File: config.mk
export PLATFORM = sky130hd
export DESIGN_NAME = swm_cell
export DESIGN_NICKNAME = d
export VERILOG_FILES = /design/src/rtl/swm_pkg.sv /design/src/rtl/swm_cell.sv
export SDC_FILE = /design/constraint.sdc
export NUM_CORES = 1
export LEC_CHECK = 0
export ABC_AREA = 1
export BUFFER_PORTS_ARGS = -buffer_cell sky130_fd_sc_hd__buf_2
export CAP_MARGIN = 0
export CORE_ASPECT_RATIO = 0.8
export CORE_UTILIZATION = 40
export DETAILED_ROUTE_END_ITERATION = 7
export PLACE_DENSITY = 0.77
export SYNTH_ARGS = -nofsm -noshare
export SYNTH_HDL_FRONTEND = slang
export SYNTH_SLANG_ARGS = --single-unit
File: constraint.sdc
create_clock -name clk -period 1.61 [get_ports clk]
set_clock_uncertainty 0.15 [all_clocks]
set_input_delay 0.161 -clock clk [delete_from_list [all_inputs] [get_ports clk]]
set_output_delay 0.161 -clock clk [all_outputs]
set_load 0.05 [all_outputs]
File: src/rtl/swm_pkg.sv
`timescale 1ns / 1ps
`default_nettype none

package swm_pkg;

    localparam int WS_W = 7;

    typedef struct packed {
        logic valid;
        logic gt;
        logic rm;
    } cell_stat_t;

    typedef struct packed {
        cell_stat_t stat;
        logic       after_rm;
    } cell_flags_t;

endpackage

`default_nettype wire

File: src/rtl/swm_cell.sv
`timescale 1ns / 1ps
`default_nettype none

module swm_cell #(
    parameter int IDX         = 0,
    parameter int SAMPLE_BITS = 16,
    parameter int AGE_W       = 6,
    parameter int CNT_W       = 7
) (
    input  wire                          clk,
    input  wire                          en,
    input  wire signed [SAMPLE_BITS-1:0] sample,
    input  wire        [CNT_W-1:0]       fill_cur,
    input  wire        [CNT_W-1:0]       oldest_age,
    input  wire                          full,
    input  wire swm_pkg::cell_flags_t    own_flags,
    input  wire swm_pkg::cell_flags_t    left_flags,
    input  wire swm_pkg::cell_flags_t    right_flags,
    input  wire signed [SAMPLE_BITS-1:0] left_val,
    input  wire        [AGE_W-1:0]       left_age,
    input  wire signed [SAMPLE_BITS-1:0] right_val,
    input  wire        [AGE_W-1:0]       right_age,
    output logic signed [SAMPLE_BITS-1:0] val,
    output logic       [AGE_W-1:0]       age,
    output swm_pkg::cell_stat_t          stat
);

    logic signed [SAMPLE_BITS-1:0] val_reg;
    logic signed [SAMPLE_BITS-1:0] val_next;
    logic        [AGE_W-1:0]       age_reg;
    logic        [AGE_W-1:0]       age_next;
    logic                          keep_own;
    logic                          take_right;
    logic                          take_left;

    always_comb
    begin
        stat.valid = (CNT_W'(IDX) < fill_cur);
        stat.gt    = stat.valid && (val_reg > sample);
        stat.rm    = full && stat.valid && (CNT_W'(age_reg) == oldest_age);
    end

    // Removal shifts entries down, insertion shifts them up; the two cancel.
    assign keep_own   = own_flags.stat.valid && !own_flags.stat.rm &&
                        (own_flags.stat.gt == own_flags.after_rm);
    assign take_right = right_flags.stat.valid && !right_flags.stat.rm &&
                        !right_flags.stat.gt && right_flags.after_rm;
    assign take_left  = left_flags.stat.valid && !left_flags.stat.rm &&
                        left_flags.stat.gt && !left_flags.after_rm;

    always_comb
    begin
        if (keep_own)
        begin
            val_next = val_reg;
            age_next = age_reg + AGE_W'(1);
        end
        else if (take_right)
        begin
            val_next = right_val;
            age_next = right_age + AGE_W'(1);
        end
        else if (take_left)
        begin
            val_next = left_val;
            age_next = left_age + AGE_W'(1);
        end
        else
        begin
            val_next = sample;
            age_next = '0;
        end
    end

    always_ff @(posedge clk)
    begin
        if (en)
        begin
            val_reg <= val_next;
            age_reg <= age_next;
        end
    end

    assign val = val_reg;
    assign age = age_reg;

endmodule

`default_nettype wire

; ---- Word level (Yosys, flattened, before mapping)
; Index checks and enable logic that the tools add are counted.
[word_totals]
regBits = 22
output_inout_bits = 25
input_bits = 89
word_cells = 32
[op_classes]
n_reduce_logical = 17
bitwise_logic = 1
add_sub_neg = 3
eq_ne = 2
magnitude_cmp = 2
n_mux = 5
[op_table]
columns = cell, n
row1 = 16-bit two-way mux, 2
row2 = "6-bit by 1-bit adder with 6-bit output, second input constant", 3
row3 = 6-bit two-way mux, 3
row4 = 16-bit greater-than comparator, 1
row5 = 1-bit logical AND, 11
row6 = 6-bit by 7-bit == test with 1-bit output, 1
row7 = "1-bit by 7-bit < comparator with 1-bit output, first input constant", 1
row8 = 1-bit logical NOT, 5
row9 = 2-bit AND reduction, 1
row10 = 1-bit == test, 1
row11 = 1-bit NOT, 1

; ---- Longest topological paths before layout
[logic_depth]
word_depth = 7
ltp_mapped = 12
ltp_nobuf = 12

; ---- Worst setup path after synthesis
; Ideal clock, no wire load.
[synth_path]
kind = flip-flop to output port
from = reg age_reg[5], in the netlist age[5]
to = out stat[0] in the netlist's numbering
t_required_ps = 1299
arrival_ps = 2467
path_buffers = 0
setup_slack_ps = -1168
stages_incl_launch_ff = 4
path_cell_list = edfxtp_1 xnor2_1 o21ai_0 nor4_1
[synth_rtl]
columns = item, line
row1 = "start, declared", swm_cell.sv:30  ; logic [AGE_W-1:0] age_reg;
row2 = "start signal, assigned", swm_cell.sv:80  ; age_reg <= age_next;
row3 = "end, declared", swm_cell.sv:25  ; output swm_pkg::cell_stat_t stat

==> results_dict.tcl <==
set metrics [dict create \
    status "finished, violations left" \
    violations_in_the_final_reports "setup timing" \
    start_util 0.425 \
    grt_first_pass_wirelength_mm 9.10 \
    clock_path_buffers 2 \
    power.ir.vdd_worst_mv 0.455 \
    setup_violations 2 \
    crit_fanout 4 \
    report.power.total_mw 2.03 \
    route.detailed.wl_per_inst_um 12.6 \
    slew_viol_final 0 \
    die_ar_mm2 0.00526 \
    worst_path_largest_cell_delay_ns 0.44 \
    worstSetupPathType "reg2out" \
    sequential_cell_area_fraction_in_the_yosys_report 0.332 \
    dp_hpwl_mm 4.61 \
    final.hold.worst_slack_ns 0.0925 \
    critPathCaptureType "primary output" \
    setup_repair_after_global_routing_missed_its_margin "true" \
    min_from "left_val[5]" \
    antenna_violating_nets_left 0 \
    syn_area_mm2 0.00199 \
    chipWidth_um 80.8 \
    report.final.hold_viol_count 0 \
    min-delay-path-class "in2reg" \
    drcViolationCount 0 \
    cts_made_buffers 3 \
    crit_chain "ha_4 > nand2_4 > nor2_4 > nand2_2 > nor2_4 > nand2_2 > nand2_2 > nor2_2 > nor2_2 > nor2_4 > buf_8" \
    worstSetupStartpointType "flop" \
    port_buffers 113 \
    fmax_ghz 0.448 \
    share_of_final_layout_standard_cells_stronger_than_drive_strength_1 0.443 \
    place_worst_setup_slack_ns -0.460 \
    placed_cells_incl_taps 462 \
    final_cell_count_no_fill 473 \
    r2r_slack_ns 0.12 \
    final.setup.worst_slack_ns -0.623 \
    fp-row-count 22 \
    antenna-diode-count 0 \
    synthesis.yosys.warnings 0 \
    globalRouteOverflowTotal 0 \
    tritoncts_clock_tree "yes" \
    total_leakage_power_nw 1.60 \
    routed_wl_mm 5.97 \
    clock-sinks 22 \
    pin_count 114 \
    worstSetupStartpoint "val[13]" \
    gp_congestion 0.864 \
    worst_slew_margin_rel 0.565 \
    finalWorstPathRequiredPeriod_ns 2.23 \
    drv_cap 0 \
    detail_route.vias_per_cell 4.86 \
    post-route-util 0.660 \
    cell_area_power_density_mw_per_mm2 657 \
    avg_cell_area_syn_um2 7.29 \
    detailedRoute.firstPassIterationCount 4 \
    floorplan.die.height_um 65.1 \
    timing.critical_path.required_ns 1.30 \
    ys_seq_elements 22 \
    grt_pass1_vias 2128 \
    slowest_stage "sky130_fd_sc_hd__edfxtp_1" \
    insertion_delay_ns 0.26 \
    yosys.cell_types.count 29 \
    detail_route.iter0.violations 84 \
    clkSlewWorstSetupHoldPaths_ns 0.08 \
    coreArea_mm2 0.00468 \
    max_slew.worst_pin.slew_ns 0.651 \
    critical_path.endpoint "stat[1]" \
    timing.rr.start "age[0]" \
    largest_net_degree_at_the_start_of_global_routing 27 \
    reg2regPathDepth 6 \
    cts_h_tree_depth 1 \
    timing.rr.end "age[4]" \
    grt_use_total 0.226 \
    postSynthCellCount 273 \
    design.final.nets 522 \
    mappedNetlistNets 381 \
    via_count 2301 \
    number_of_antenna_violations_at_the_first_check_in_global_routing 0 \
    area.growth.synth_to_final_pct 55.2 \
    critical_path_arrival_ns 1.92 \
    cts_root_buf "sky130_fd_sc_hd__clkbuf_8" \
    final.period_utilization 1.39 \
    cts_hold_repair.buffers 0 \
    max_ffs_per_register 16 \
]
stage by stage:
stage	setup TNS, ns	cell area, um^2
2_1_floorplan	-1.09	2030
3_3_place_gp	-0.412	2810
3_5_place_dp	-0.512	2810
4_1_cts	-0.736	2960
5_1_grt	-0.906	3090
6_report	-0.752	3090
cell usage after synthesis:
library cell | n | area (um^2)
sky130_fd_sc_hd__o21bai_1 | 1 | 7.51
sky130_fd_sc_hd__nor2_4 | 2 | 22.5
sky130_fd_sc_hd__inv_1 | 37 | 139
sky130_fd_sc_hd__xnor2_1 | 8 | 70.1
sky130_fd_sc_hd__ha_1 | 19 | 238
sky130_fd_sc_hd__nor4_1 | 1 | 6.26
sky130_fd_sc_hd__nand3_1 | 11 | 55.1
sky130_fd_sc_hd__nand2_1 | 79 | 297
sky130_fd_sc_hd__nand3_2 | 2 | 20.0
sky130_fd_sc_hd__a31oi_1 | 17 | 106
sky130_fd_sc_hd__edfxtp_1 | 22 | 661
sky130_fd_sc_hd__clkbuf_1 | 4 | 15.0
sky130_fd_sc_hd__nand4_1 | 3 | 18.8
sky130_fd_sc_hd__o22ai_1 | 1 | 6.26
sky130_fd_sc_hd__a22oi_1 | 1 | 7.51
sky130_fd_sc_hd__a21oi_1 | 10 | 50.1
sky130_fd_sc_hd__inv_2 | 3 | 11.3
sky130_fd_sc_hd__nor2_1 | 35 | 131
sky130_fd_sc_hd__nand2_2 | 2 | 12.5
sky130_fd_sc_hd__o21ai_0 | 3 | 15.0
sky130_fd_sc_hd__nor2_2 | 2 | 12.5
sky130_fd_sc_hd__buf_4 | 1 | 7.51
sky130_fd_sc_hd__o21a_1 | 1 | 7.51
sky130_fd_sc_hd__xor2_1 | 3 | 26.3
sky130_fd_sc_hd__o21ai_1 | 1 | 5.00
sky130_fd_sc_hd__nor3_1 | 1 | 5.00
sky130_fd_sc_hd__o21ai_2 | 1 | 8.76
sky130_fd_sc_hd__nand3_4 | 1 | 17.5
sky130_fd_sc_hd__mux2i_1 | 1 | 10.0
cells by family (layout without fill, tap and decap cells):
| group | after synthesis | count (layout) | share of synthesized area |
|---|---|---|---|
| flip-flops | 22 | 22 | 0.332 |
| XOR/XNOR | 11 | 11 | 0.0484 |
| AND/OR/NAND/NOR | 139 | 139 | 0.301 |
| adder cells (fa/ha/maj) | 19 | 19 | 0.119 |
| AO/OA/AOI/OAI | 36 | 36 | 0.108 |
| multiplexers | 1 | 1 | 0.00503 |
| buffers and inverters | 45 | 185 | 0.0868 |
worst max-delay path, delay by kind of cell, from the launching register on:
family	cells	cell delay (ns)
adder cells (fa/ha/maj)	1	0.32
buffers and inverters	1	0.14
flip-flops	1	0.44
AND/OR/NAND/NOR	9	0.76
power breakdown:
| part | total [mW] | internal (mW) | leakage, nW | switching, mW |
|---|---|---|---|---|
| clock network | 0.347 | 0.170 | 0.0231 | 0.177 |
| registers | 0.740 | 0.699 | 0.216 | 0.0410 |
| logic | 0.941 | 0.378 | 1.36 | 0.563 |
what timing repair did:
| action | 4_1_cts | 5_1_grt |
|---|---|---|
| setup endpoints to repair | 2 | 2 |
| setup buffers | 3 | 4 |
| resized for setup | 18 | 15 |
| pin swaps | 8 | 14 |
per-layer routing:
metal	global-route usage	part of all wire	wire [um]
met1	0.273	0.42	2480
met2	0.409	0.50	3010
met3	0.0366	0.059	353
met4	0.0603	0.020	121
met5	0	0	0
layout make-up:
cell class	count	area, um^2
well taps	60	75.1
clock buffers	3	41.3
flip-flops and latches	22	661
clock inverters	1	3.75
repair buffers	141	792
multi-input cells	206	1370
inverters	40	150
fillers	413	1590
cells in the final DEF, fill, tap and decap left out, types with 11 or more instances in the layout:
| cell | instances |
|---|---|
| sky130_fd_sc_hd__ha_1 | 11 |
| sky130_fd_sc_hd__buf_4 | 28 |
| sky130_fd_sc_hd__nor2_1 | 31 |
| sky130_fd_sc_hd__edfxtp_1 | 22 |
| sky130_fd_sc_hd__nand2_1 | 73 |
| sky130_fd_sc_hd__inv_1 | 37 |
| sky130_fd_sc_hd__buf_2 | 111 |
| sky130_fd_sc_hd__a31oi_1 | 17 |
how the worst min path moves through the flow:
stage / to / cells past startpoint
detailed placement: val[5] / 3
finish: val[5] / 3
floorplan: age[0] / 0
global route: val[0] / 3
global placement: val[4] / 3
CTS: val[0] / 3
Power figures use the tool's default switching activity.
